`src/md5sh_pkg.sv`:
```
`default_nettype none
// ----------------------------------------------------------------------------
// md5sh_pkg
// Shared types, constants and round functions for the MD5 stream hasher.
// ----------------------------------------------------------------------------
package md5sh_pkg;

  localparam int unsigned BlockBytes = 64;
  localparam int unsigned LenOffset  = 56;
  localparam int unsigned DataWords  = 14;
  localparam int unsigned BlockWords = 16;
  localparam int unsigned Lanes      = 4;
  localparam int unsigned WordAw     = $clog2(BlockWords);
  localparam int unsigned ByteAw     = $clog2(BlockBytes);

  localparam logic [31:0] InitA = 32'h67452301;
  localparam logic [31:0] InitB = 32'hefcdab89;
  localparam logic [31:0] InitC = 32'h98badcfe;
  localparam logic [31:0] InitD = 32'h10325476;

  localparam logic [7:0] PadByte = 8'h80;

  typedef enum logic [2:0] {
    ST_IDLE,
    ST_LOAD,
    ST_ROUND,
    ST_FOLD,
    ST_OUT
  } state_e;

  // How the message words of the current block are formed
  typedef enum logic [1:0] {
    BLK_DATA,    // all bytes from the buffer
    BLK_PAD,     // buffer bytes, 0x80, zeros; no length
    BLK_PADLEN,  // buffer bytes, 0x80, zeros, bit length in last two words
    BLK_LEN      // zeros and bit length
  } blk_mode_e;

  function automatic logic [31:0] sine_k(input logic [5:0] r);
    logic [31:0] k;
    case (r)
      6'd0:  k = 32'hd76aa478;  6'd1:  k = 32'he8c7b756;
      6'd2:  k = 32'h242070db;  6'd3:  k = 32'hc1bdceee;
      6'd4:  k = 32'hf57c0faf;  6'd5:  k = 32'h4787c62a;
      6'd6:  k = 32'ha8304613;  6'd7:  k = 32'hfd469501;
      6'd8:  k = 32'h698098d8;  6'd9:  k = 32'h8b44f7af;
      6'd10: k = 32'hffff5bb1;  6'd11: k = 32'h895cd7be;
      6'd12: k = 32'h6b901122;  6'd13: k = 32'hfd987193;
      6'd14: k = 32'ha679438e;  6'd15: k = 32'h49b40821;
      6'd16: k = 32'hf61e2562;  6'd17: k = 32'hc040b340;
      6'd18: k = 32'h265e5a51;  6'd19: k = 32'he9b6c7aa;
      6'd20: k = 32'hd62f105d;  6'd21: k = 32'h02441453;
      6'd22: k = 32'hd8a1e681;  6'd23: k = 32'he7d3fbc8;
      6'd24: k = 32'h21e1cde6;  6'd25: k = 32'hc33707d6;
      6'd26: k = 32'hf4d50d87;  6'd27: k = 32'h455a14ed;
      6'd28: k = 32'ha9e3e905;  6'd29: k = 32'hfcefa3f8;
      6'd30: k = 32'h676f02d9;  6'd31: k = 32'h8d2a4c8a;
      6'd32: k = 32'hfffa3942;  6'd33: k = 32'h8771f681;
      6'd34: k = 32'h6d9d6122;  6'd35: k = 32'hfde5380c;
      6'd36: k = 32'ha4beea44;  6'd37: k = 32'h4bdecfa9;
      6'd38: k = 32'hf6bb4b60;  6'd39: k = 32'hbebfbc70;
      6'd40: k = 32'h289b7ec6;  6'd41: k = 32'heaa127fa;
      6'd42: k = 32'hd4ef3085;  6'd43: k = 32'h04881d05;
      6'd44: k = 32'hd9d4d039;  6'd45: k = 32'he6db99e5;
      6'd46: k = 32'h1fa27cf8;  6'd47: k = 32'hc4ac5665;
      6'd48: k = 32'hf4292244;  6'd49: k = 32'h432aff97;
      6'd50: k = 32'hab9423a7;  6'd51: k = 32'hfc93a039;
      6'd52: k = 32'h655b59c3;  6'd53: k = 32'h8f0ccc92;
      6'd54: k = 32'hffeff47d;  6'd55: k = 32'h85845dd1;
      6'd56: k = 32'h6fa87e4f;  6'd57: k = 32'hfe2ce6e0;
      6'd58: k = 32'ha3014314;  6'd59: k = 32'h4e0811a1;
      6'd60: k = 32'hf7537e82;  6'd61: k = 32'hbd3af235;
      6'd62: k = 32'h2ad7d2bb;  6'd63: k = 32'heb86d391;
      default: k = 32'h0;
    endcase
    return k;
  endfunction

  function automatic logic [4:0] rot_amt(input logic [5:0] r);
    logic [4:0] s;
    case ({r[5:4], r[1:0]})
      4'd0:  s = 5'd7;   4'd1:  s = 5'd12;  4'd2:  s = 5'd17;  4'd3:  s = 5'd22;
      4'd4:  s = 5'd5;   4'd5:  s = 5'd9;   4'd6:  s = 5'd14;  4'd7:  s = 5'd20;
      4'd8:  s = 5'd4;   4'd9:  s = 5'd11;  4'd10: s = 5'd16;  4'd11: s = 5'd23;
      4'd12: s = 5'd6;   4'd13: s = 5'd10;  4'd14: s = 5'd15;  4'd15: s = 5'd21;
      default: s = 5'd0;
    endcase
    return s;
  endfunction

  // Message word index used by round r
  function automatic logic [WordAw-1:0] msg_idx(input logic [5:0] r);
    logic [3:0] r4;
    logic [3:0] g;
    r4 = r[3:0];
    case (r[5:4])
      2'd0:    g = r4;
      2'd1:    g = r4 * 4'd5 + 4'd1;
      2'd2:    g = r4 * 4'd3 + 4'd5;
      default: g = r4 * 4'd7;
    endcase
    return g;
  endfunction

  function automatic logic [31:0] round_f(input logic [1:0] phase, input logic [31:0] b,
                                          input logic [31:0] c, input logic [31:0] d);
    logic [31:0] f;
    case (phase)
      2'd0:    f = (b & c) | (~b & d);
      2'd1:    f = (d & b) | (~d & c);
      2'd2:    f = b ^ c ^ d;
      default: f = c ^ (b | ~d);
    endcase
    return f;
  endfunction

  function automatic logic [31:0] rotl(input logic [31:0] v, input logic [4:0] s);
    logic [63:0] t;
    t = {v, v} << s;
    return t[63:32];
  endfunction

endpackage
`default_nettype wire

```
`src/md5sh_ram.sv`:
```
`default_nettype none
// ----------------------------------------------------------------------------
// md5sh_ram
// Generic single-write, single-read RAM with registered read data.
// ----------------------------------------------------------------------------
module md5sh_ram #(
  parameter int unsigned Width = 8,
  parameter int unsigned Depth = 16
) (
  input  wire logic                     clk_i,
  input  wire logic                     we_i,
  input  wire logic [$clog2(Depth)-1:0] waddr_i,
  input  wire logic [Width-1:0]         wdata_i,
  input  wire logic [$clog2(Depth)-1:0] raddr_i,
  output logic      [Width-1:0]         rdata_o
);

  logic [Width-1:0] mem_q [Depth];

  always_ff @(posedge clk_i) begin
    if (we_i) begin
      mem_q[waddr_i] <= wdata_i;
    end
    rdata_o <= mem_q[raddr_i];
  end

endmodule
`default_nettype wire

```
`src/md5_stream_hasher_top.sv`:
```
`default_nettype none
// ----------------------------------------------------------------------------
// md5_stream_hasher_top
// MD5 digest over a byte stream, one byte item at a time.
// ----------------------------------------------------------------------------
// A byte that does not complete a block is written to the buffer RAM. A byte
// that completes a block starts a compression: load, 64 rounds through the
// shared round adder (a sum half, then a rotate/add half), fold. A last item
// adds one or two padding blocks, then the digest sits in the output register.
// Throughput: 1 item per cycle inside a block; none while compressing or in ST_OUT.
// Reset: chaining words to the MD5 initial values, byte count to zero; the
// block buffer RAM is not cleared (only written bytes are ever used).
// ----------------------------------------------------------------------------
module md5_stream_hasher_top
  import md5sh_pkg::*;
(
  input  wire logic        clk_i,
  input  wire logic        rst_ni,
  input  wire logic        in_valid_i,
  output logic             in_ready_o,
  input  wire logic [7:0]  data_byte_i,
  input  wire logic        has_byte_i,
  input  wire logic        is_last_i,
  output logic             out_valid_o,
  input  wire logic        out_ready_i,
  output logic      [31:0] digest_a_o,
  output logic      [31:0] digest_b_o,
  output logic      [31:0] digest_c_o,
  output logic      [31:0] digest_d_o
);

  // Control state
  state_e      state_q, state_d;
  blk_mode_e   mode_q, mode_d;
  logic        last_q, last_d;
  logic        sub_q, sub_d;         // half of a round: 0 sum, 1 rotate/add
  logic [5:0]  rnd_q, rnd_d;
  logic [60:0] count_q, count_d;     // message length in bytes
  logic [3:0][31:0] chain_q, chain_d;

  // Datapath state (no reset)
  logic [3:0][31:0] work_q, work_d;  // A..D during compression
  logic [31:0]      sum_q, sum_d;
  logic [3:0][31:0] dig_q, dig_d;

  // Buffer RAM, one byte lane per instance
  logic [Lanes-1:0]  ram_we;
  logic [WordAw-1:0] ram_raddr;
  logic [Lanes-1:0][7:0] ram_rdata;
  logic [ByteAw-1:0] wr_pos;

  logic        in_acc, out_acc;
  logic [60:0] count_inc;
  logic [5:0]  addr_rnd;
  logic [WordAw-1:0] g_cur;
  logic [31:0] msg_word;
  logic [63:0] bit_len;
  logic [5:0]  pad_pos;

  assign in_ready_o  = (state_q == ST_IDLE);
  assign out_valid_o = (state_q == ST_OUT);
  assign in_acc      = in_valid_i & in_ready_o;
  assign out_acc     = out_valid_o & out_ready_i;

  assign digest_a_o = dig_q[0];
  assign digest_b_o = dig_q[1];
  assign digest_c_o = dig_q[2];
  assign digest_d_o = dig_q[3];

  assign wr_pos    = count_q[ByteAw-1:0];
  assign count_inc = count_q + 61'd1;
  assign bit_len   = {count_q, 3'b000};
  assign pad_pos   = count_q[5:0];

  // Read address runs one round ahead: issued in the rotate half (or in load)
  // so data is ready for the sum half of the next round.
  assign addr_rnd  = (state_q == ST_LOAD) ? 6'd0 : (sub_q ? rnd_q + 6'd1 : rnd_q);
  assign ram_raddr = msg_idx(addr_rnd);
  assign g_cur     = msg_idx(rnd_q);

  for (genvar l = 0; l < Lanes; l++) begin : g_lane
    assign ram_we[l] = in_acc & has_byte_i & (wr_pos[1:0] == 2'(l));
    md5sh_ram #(
      .Width(8),
      .Depth(BlockWords)
    ) u_ram (
      .clk_i  (clk_i),
      .we_i   (ram_we[l]),
      .waddr_i(wr_pos[ByteAw-1:2]),
      .wdata_i(data_byte_i),
      .raddr_i(ram_raddr),
      .rdata_o(ram_rdata[l])
    );
  end

  // Message word: buffer bytes with padding and length laid over them;
  // the length-only block carries no buffer bytes at all
  always_comb begin
    logic [5:0] bidx;
    logic [7:0] bval;
    msg_word = '0;
    for (int k = 0; k < Lanes; k++) begin
      bidx = {g_cur, 2'(k)};
      if (mode_q == BLK_DATA || (mode_q != BLK_LEN && bidx < pad_pos)) begin
        bval = ram_rdata[k];
      end else if (bidx == pad_pos && mode_q != BLK_LEN) begin
        bval = PadByte;
      end else begin
        bval = 8'h00;
      end
      msg_word[8*k +: 8] = bval;
    end
    if (mode_q == BLK_PADLEN || mode_q == BLK_LEN) begin
      if (g_cur == WordAw'(DataWords)) begin
        msg_word = bit_len[31:0];
      end else if (g_cur == WordAw'(DataWords + 1)) begin
        msg_word = bit_len[63:32];
      end
    end
  end

  // Sequencer and shared round unit
  always_comb begin
    state_d = state_q;
    mode_d  = mode_q;
    last_d  = last_q;
    sub_d   = sub_q;
    rnd_d   = rnd_q;
    count_d = count_q;
    chain_d = chain_q;
    work_d  = work_q;
    sum_d   = sum_q;
    dig_d   = dig_q;

    case (state_q)
      ST_IDLE: begin
        if (in_acc) begin
          last_d = is_last_i;
          if (has_byte_i) begin
            count_d = count_inc;
          end
          if (has_byte_i && wr_pos == ByteAw'(BlockBytes - 1)) begin
            mode_d  = BLK_DATA;
            state_d = ST_LOAD;
          end else if (is_last_i) begin
            mode_d  = ((has_byte_i ? count_inc[5:0] : pad_pos) >= 6'(LenOffset)) ?
                      BLK_PAD : BLK_PADLEN;
            state_d = ST_LOAD;
          end
        end
      end
      ST_LOAD: begin
        work_d  = chain_q;
        rnd_d   = 6'd0;
        sub_d   = 1'b0;
        state_d = ST_ROUND;
      end
      ST_ROUND: begin
        if (!sub_q) begin
          sum_d = work_q[0] + round_f(rnd_q[5:4], work_q[1], work_q[2], work_q[3]) +
                  msg_word + sine_k(rnd_q);
          sub_d = 1'b1;
        end else begin
          work_d[0] = work_q[3];
          work_d[3] = work_q[2];
          work_d[2] = work_q[1];
          work_d[1] = work_q[1] + rotl(sum_q, rot_amt(rnd_q));
          sub_d     = 1'b0;
          rnd_d     = rnd_q + 6'd1;
          if (rnd_q == 6'd63) begin
            state_d = ST_FOLD;
          end
        end
      end
      ST_FOLD: begin
        for (int i = 0; i < 4; i++) begin
          chain_d[i] = chain_q[i] + work_q[i];
        end
        case (mode_q)
          BLK_DATA: begin
            if (last_q) begin
              // block just closed, so padding starts at byte zero
              mode_d  = BLK_PADLEN;
              state_d = ST_LOAD;
            end else begin
              state_d = ST_IDLE;
            end
          end
          BLK_PAD: begin
            mode_d  = BLK_LEN;
            state_d = ST_LOAD;
          end
          default: begin
            dig_d   = chain_d;
            chain_d = {InitD, InitC, InitB, InitA};
            count_d = '0;
            state_d = ST_OUT;
          end
        endcase
      end
      ST_OUT: begin
        if (out_acc) begin
          state_d = ST_IDLE;
        end
      end
      default: begin
        state_d = ST_IDLE;
      end
    endcase
  end

  always_ff @(posedge clk_i or negedge rst_ni) begin
    if (!rst_ni) begin
      state_q <= ST_IDLE;
      mode_q  <= BLK_DATA;
      last_q  <= 1'b0;
      sub_q   <= 1'b0;
      rnd_q   <= 6'd0;
      count_q <= '0;
      chain_q <= {InitD, InitC, InitB, InitA};
    end else begin
      state_q <= state_d;
      mode_q  <= mode_d;
      last_q  <= last_d;
      sub_q   <= sub_d;
      rnd_q   <= rnd_d;
      count_q <= count_d;
      chain_q <= chain_d;
    end
  end

  always_ff @(posedge clk_i) begin
    work_q <= work_d;
    sum_q  <= sum_d;
    dig_q  <= dig_d;
  end

endmodule
`default_nettype wire
```
`config.mk`:
```
export PLATFORM = sky130hd
export DESIGN_NAME = md5_stream_hasher_top
export DESIGN_NICKNAME = d
export VERILOG_FILES = /design/src/md5sh_pkg.sv /design/src/md5sh_ram.sv /design/src/md5_stream_hasher_top.sv
export SDC_FILE = /design/constraint.sdc
export NUM_CORES = 2
export LEC_CHECK = 0
export BUFFER_PORTS_ARGS = -buffer_cell sky130_fd_sc_hd__buf_2
export CORE_AREA = 3 3 333 335
export DETAILED_ROUTE_END_ITERATION = 7
export DIE_AREA = 0 0 336 338
export PLACE_DENSITY = 0.71
export REMOVE_ABC_BUFFERS = 1
export SLEW_MARGIN = 30
export SYNTH_ARGS = -nofsm -noshare
export SYNTH_HDL_FRONTEND = slang
export SYNTH_SLANG_ARGS = --single-unit
```
`constraint.sdc`:
```
create_clock -name clk_i -period 13.14 [get_ports clk_i]
set_input_delay 1.971 -clock clk_i [delete_from_list [all_inputs] [get_ports clk_i]]
set_output_delay 1.971 -clock clk_i [all_outputs]
set_load 0.1 [all_outputs]
```
**Word level (Yosys, flattened, before mapping)**

Memory sizes are Yosys's and may differ from the RTL's. A register that Yosys moved wholly into a read port is not among the register bits.
Cells that the tools add are included.
Widths: inputs -> output; s select.

- Add/sub/neg operators: 14
- Multipliers: 6
- Magnitude comparators: 5
- Equal/unequal tests: 32
- Shifts and indexed selects: 1
- Multiplexer cells: 57
- Bitwise operators: 21
- Reductions and logical operators: 29

Operators by type and width:

| kind | count |
|---|---|
| $add 32x32->32 | 8 |
| $mux 128 | 2 |
| $pmux 128 s2 | 1 |
| $mux 32 | 7 |
| $mux 61 | 3 |
| $and 32x32->32 | 4 |
| $pmux 61 s2 | 1 |
| $or 32x32->32 | 3 |
| $pmux 32 s3 | 1 |
| $xor 32x32->32 | 3 |
| $mux 8 | 8 |
| $not 32->32 | 2 |
| $shl 64x5->64 | 1 |
| $add 61x1->61 const B | 1 |
| $eq 6x6->1 | 4 |
| $lt 6x6->1 | 4 |
| $pmux 4 s3 | 2 |
| $mux 3 | 6 |
| $mux 6 | 3 |
| $mul 4x3->4 const B | 4 |
| $pmux 3 s5 | 1 |
| $eq 2x2->1 const B | 6 |
| $eq 6x6->1 const B | 2 |
| $pmux 6 s2 | 1 |
| 31 further kinds | 87 |

- Bits in registers: 490
- Memory bits (writable): 512
- Bits in read-only memories: 2128
- Input bits: 14
- Output and inout bits: 130
- Word-level logic and storage cells: 190
- Memories kept: 6

Memory list:

| name | depth | bits a word | rd ports | clocked after Yosys merged registers in | write ports | line | RTL |
|---|---|---|---|---|---|---|---|
| (no name shown) | 64 | 32 | 1 | 0 | 0 | md5sh_pkg.sv:41 | `case (r)` |
| g_lane[0].u_ram.mem_q | 16 | 8 | 1 | 1 | 1 | md5sh_ram.sv:18 | `logic [Width-1:0] mem_q [Depth];` |
| g_lane[1].u_ram.mem_q | 16 | 8 | 1 | 1 | 1 | md5sh_ram.sv:18 |  |
| g_lane[2].u_ram.mem_q | 16 | 8 | 1 | 1 | 1 | md5sh_ram.sv:18 |  |
| g_lane[3].u_ram.mem_q | 16 | 8 | 1 | 1 | 1 | md5sh_ram.sv:18 |  |
| (no name shown) | 16 | 5 | 1 | 0 | 0 | md5sh_pkg.sv:81 | `case ({r[5:4], r[1:0]})` |

**Depth between registers and ports, before layout**

- Depth in word-level cells: 12
- Mapped depth: 32
- Mapped depth without buffers: 30

**Hierarchy**

A second synthesis with hierarchy kept.

- Cell total of the unflattened synthesis: 5025
- Area total of the unflattened synthesis: 58489.8 µm²

Modules (own cells, without submodules):

| module | instances | cells each | area an instance (µm²) | sequential area each (µm²) |
|---|---|---|---|---|
| md5_stream_hasher_top | 1 | 4109 | 37900.1 | 13783.2 |
| md5sh_ram | 4 | 229 | 5147.4 | 4003.8 |

**Worst setup path after synthesis**

No wires, ideal clock.

- Path type: flip-flop to flip-flop
- Start: reg rnd_q[2]
- End: reg sum_q[31], data pin
- Setup time: 0.260 ns
- Arrival time: 7.669 ns
- Data required time: 12.880 ns
- Setup slack: 5.211 ns
- Stages on the path, launching flop included: 32
- Path buffers: 1
- Period minus slack after synthesis: 7.929 ns
- Cell sequence: dfrtp_1 clkinv_1 clkbuf_1 fa_1 inv_1 ha_1 xnor2_1 xnor2_1 nand2_1 o211ai_1 o21ai_0 ha_1 a21oi_1 o211ai_1 o22ai_1 nand2_1 nor2_1 a31oi_1 fa_1 fa_1 inv_1 ha_1 fa_1 a21oi_1 o211a_1 nor2_1 o21ai_0 o21ai_1 a2111oi_0 o31ai_1 a21oi_1 xnor2_1

- Word-level cells in the longest chain between the ends: 12
- Elaborated cells between the ends (all ways): 44
- Those cells by class: add/sub (4); mul (3); order compare (4); eq/ne (6); mux (14); reduce/logical (12); memory (1)

Ends and longest elaborated chain:

| item | line | RTL |
|---|---|---|
| from (decl) | md5_stream_hasher_top.sv:37 | `logic [5:0] rnd_q, rnd_d;` |
| from (signal assigned) | md5_stream_hasher_top.sv:226 | `rnd_q <= rnd_d;` |
| $mul 4x2->4 or $mul 4x3->4 (tied branches) | md5sh_pkg.sv:99, md5sh_pkg.sv:98 |  |
| $add 4x3->4 or $add 4x1->4 (tied branches) | md5sh_pkg.sv:99, md5sh_pkg.sv:98 |  |
| $pmux 4 s3 | md5sh_pkg.sv:96 | `case (r[5:4])` |
| $lt 6x6->1 or $eq 6x6->1 (tied branches) | md5_stream_hasher_top.sv:104, md5_stream_hasher_top.sv:106 |  |
| $logic_and 1x1->1 (on tied branches) | md5_stream_hasher_top.sv:104, md5_stream_hasher_top.sv:106 |  |
| $logic_or 1x1->1 or $mux 8 (tied branches) | md5_stream_hasher_top.sv:104, md5_stream_hasher_top.sv:106 |  |
| $mux 8 | md5_stream_hasher_top.sv:104 | `if (mode_q == BLK_DATA \|\| (mode_q != BLK_LEN && bidx < pad_pos)) begin` |
| $mux 32 | md5_stream_hasher_top.sv:116 | `end else if (g_cur == WordAw'(DataWords + 1)) begin` |
| $mux 32 | md5_stream_hasher_top.sv:114 | `if (g_cur == WordAw'(DataWords)) begin` |
| $mux 32 | md5_stream_hasher_top.sv:113 | `if (mode_q == BLK_PADLEN \|\| mode_q == BLK_LEN) begin` |
| $add 32x32->32 | md5_stream_hasher_top.sv:160 | `sum_d = work_q[0] + round_f(rnd_q[5:4], work_q[1], work_q[2], work_q[3]) +` |
| $add 32x32->32 (*) | md5_stream_hasher_top.sv:161 | `msg_word + sine_k(rnd_q);` |
| to (signal assigned) | md5_stream_hasher_top.sv:234 | `sum_q <= sum_d;` |
| to (decl) | md5_stream_hasher_top.sv:43 | `logic [31:0] sum_q, sum_d;` |

Mark *: on every way between the ends. The rest lies on a longest branch, timed or not. The select of a mux whose other input is x is not followed.
A chain may end at the register's enable or synchronous reset.

**Worst setup path after layout**

- Start: reg rnd_q[0]
- End: reg sum_q[31], data pin

Same word-level chain as after synthesis.

==> results.sh <==
export IMPL_cts_clk_slew_worst_paths_ps=60
export IMPL_period_minus_slack_ps=9151
export IMPL_grt_total_usage_pct=29.92
export IMPL_cts_max_path_buffers=3
export IMPL_cp_slowest_cell="a2111oi_0"
export IMPL_status="complete, no violations"
export IMPL_fin_crit_sh_pct=69.64
export IMPL_synth_edf_count=800
export IMPL_cts_buffers=109
export IMPL_postSynthCellCount=5226
export IMPL_maxSlewHeadroom_pct=30.16
export IMPL_numPortBuffers=143
export IMPL_design_core_area_um2=108400
export IMPL_skew_ps=57.38
export IMPL_synth_seq_cells=1034
export IMPL_drive_gt1_share_pct=11.07
export IMPL_dpl_hpwl_um=120900
export IMPL_fin_nets=5598
export IMPL_setup_tns_ps=0
export IMPL_max_freq_mhz=109.3
export IMPL_root_buffer="clkbuf_16"
export IMPL_die_h_um=338
export IMPL_critPathLaunchType="flop"
export IMPL_clk_latency_ps=720
export IMPL_cts_tree="yes"
export IMPL_ys_flop_type="edfxtp_1"
export IMPL_wire_per_inst_um=25.36
export IMPL_startpoint="rnd_q[0]$_DFFE_PN0N_"
export IMPL_ctsResizeCount=0
export IMPL_first_global_vias=40880
export IMPL_synth_distinct_cells=94
export IMPL_drtIter0Drc=4642
export IMPL_syn_area_per_cell_um2=11.35
export IMPL_grt_pass1_wl_um=257100
export IMPL_cp_data_arrival_time_ps=9620
export IMPL_vias=42640
export IMPL_initial_utilization_pct=54.73
export IMPL_drt_pass1_iterations=6
export IMPL_ioPinCount=144
export IMPL_die_x_um=336
export IMPL_setup_viol_count_final=0
export IMPL_timing_rr_start="rnd_q[0]$_DFFE_PN0N_"
export IMPL_timing_worst_setup_path_type="reg2reg"
export IMPL_drv_cap=0
export IMPL_crit_path_max_fanout=14
export IMPL_cts_hold_buffers=0
export IMPL_grt_overflow_total=0
export IMPL_cts_setup_buffers=0
export IMPL_hold_class="reg2reg"
export IMPL_htree_num_levels=3
export IMPL_design_die_area_um2=113600
export IMPL_antenna_found_initial=4
export IMPL_hold_viol=0
export IMPL_drt_wl_total_um=171900
export IMPL_clock_sinks=1034
export IMPL_yosysWarnings=0
export IMPL_seq_area_frac_synth_pct=50.23
export IMPL_grt_max_degree=185
export IMPL_end_kind="flop"
export IMPL_required_ps=13610
export IMPL_synth_area_um2=59320
export IMPL_area_growth_pct=9.736
export IMPL_placementRows=121
export IMPL_worst_pin_slew_ps=1037
export IMPL_drv_slew=0
export IMPL_place_congestion=0.9746
export IMPL_via_per_inst=6.287
export IMPL_slowest_delay_ps=870
export IMPL_path_common_cell="fa_1"
export IMPL_async_flop_share_pct=19.54
export IMPL_hold_path_startpoint="chain_q[66]$_DFFE_PN1P_"
export IMPL_rsz0062_at_grt="no"
export IMPL_ant_nets=0
export IMPL_route_detailed_drc=0
## state kept, by name, summed over array words and instances, names as in the netlist
signal / cells
digest_d_o: 32
work_q: 128
last_q: 1
state_q: 3
g_lane.u_ram.mem_q: 512
mode_q: 2
g_lane.u_ram.rdata_o: 32
digest_a_o: 32
digest_c_o: 32
chain_q: 128
rnd_q: 6
digest_b_o: 32
count_q: 61
sub_q: 1
sum_q: 32
## cells by family (layout without fill, tap and decap cells)
| family | Yosys count | in the layout | share of synthesized area (%) |
|---|---|---|---|
| adder cells (fa/ha/maj) | 341 | 341 | 8.015 |
| multiplexers | 684 | 684 | 11.96 |
| AND/OR/NAND/NOR | 1310 | 1310 | 9.888 |
| flip-flops | 1034 | 1034 | 50.23 |
| other | 0 | 1 | 0 |
| AO/OA/AOI/OAI | 1129 | 1129 | 12.63 |
| XOR/XNOR | 280 | 280 | 4.166 |
| buffers and inverters | 448 | 588 | 3.117 |
## worst paths after layout
kind / endpoint / slack, ps / cells past startpoint
min reg2reg: chain_q[66]$_DFFE_PN1P_ / 470 / 2
max in group asynchronous: count_q[56]$_DFFE_PN0P_ / 9950 / 3
min: chain_q[66]$_DFFE_PN1P_ / 470 / 2
max: sum_q[31]$_DFFE_PP_ / 3990 / 29
min in group asynchronous: chain_q[33]$_DFFE_PN0P_ / 1180 / 1
max reg2reg: sum_q[31]$_DFFE_PP_ / 3990 / 29
## Yosys cell counts (44+ instances only)
library cell / instances / share of area [%]
dfstp_2: 64 / 2.8
o22a_1: 51 / 0.75
a211oi_1: 51 / 0.65
clkbuf_1: 148 / 0.94
a31oi_1: 95 / 1.0
xnor2_1: 152 / 2.2
a22o_1: 58 / 0.86
mux2i_1: 616 / 10
mux2_2: 54 / 1.0
o21ai_0: 265 / 2.2
ha_1: 236 / 5.0
buf_2: 44 / 0.37
inv_1: 182 / 1.2
nor3_1: 69 / 0.58
nor2_1: 334 / 2.1
dfrtp_1: 138 / 5.8
nand2_1: 548 / 3.5
xor2_1: 127 / 1.9
edfxtp_1: 800 / 40
a21oi_1: 255 / 2.2
a21o_1: 84 / 1.1
nand3_1: 121 / 1.0
fa_1: 75 / 2.5
## worst max-delay path: cells and delay by family, from the launching register on
kind                     cells  cell delay, ps
XOR/XNOR                     3             370
adder cells (fa/ha/maj)      7            3160
AO/OA/AOI/OAI               12            3710
buffers and inverters        4             740
flip-flops                   1             640
AND/OR/NAND/NOR              3             300
## per-layer routing
metal / part of all wire [%] / up-vias / global-route usage (%)
met5: 0.019 / - / 0
met4: 4.2 / 6 / 11.39
met3: 7.1 / 348 / 4.253
met2: 46 / 1741 / 48.34
met1: 42 / 21050 / 41.23
li1: - / 19490 / -
## stage by stage
step,hold WS (ps),cell area (um^2),setup WS [ps],std cells,util (%)
2_1_floorplan,444.4,58170,-1723,4963,-
6_report,465.6,65100,3989,6781,60.05
4_1_cts,467.6,65020,4161,6777,59.99
3_3_place_gp,451.0,61240,4407,6571,56.49
5_1_grt,488.9,65090,3411,6780,60.05
3_5_place_dp,459.5,61320,4206,6573,56.57
## cell type report
cell class	instances	area, um^2
clock inverters	63	678.2
clock buffers	141	3027
multi-input cells	3744	27840
inverters	185	694.4
fillers	8812	43300
flip-flops and latches	1034	29810
diodes	1	2.502
well taps	1414	1769
repair buffers	199	1274
## placed cells by master (no fill, tap or decap), types with 30 or more instances in the layout
| master | count |
|---|---|
| nor2_1 | 328 |
| buf_2 | 138 |
| fa_1 | 75 |
| edfxtp_1 | 800 |
| a22o_1 | 58 |
| a211oi_1 | 51 |
| clkbuf_16 | 116 |
| nand2b_1 | 33 |
| dfxtp_1 | 32 |
| dfrtp_1 | 135 |
| nor3_1 | 68 |
| a21o_1 | 84 |
| nand4_1 | 30 |
| maj3_1 | 30 |
| nand2_1 | 545 |
| a21oi_1 | 254 |
| mux2_2 | 54 |
| buf_4 | 52 |
| ha_1 | 236 |
| mux2i_1 | 614 |
| inv_1 | 181 |
| nand3_1 | 119 |
| xor2_1 | 127 |
| a31oi_1 | 95 |
| xnor2_1 | 151 |
| o22a_1 | 51 |
| o21ai_0 | 265 |
| dfstp_2 | 64 |
Power is left out: the tool's default activity adds up to more than one toggle a clock period on the data nets, which glitch-free logic cannot reach.
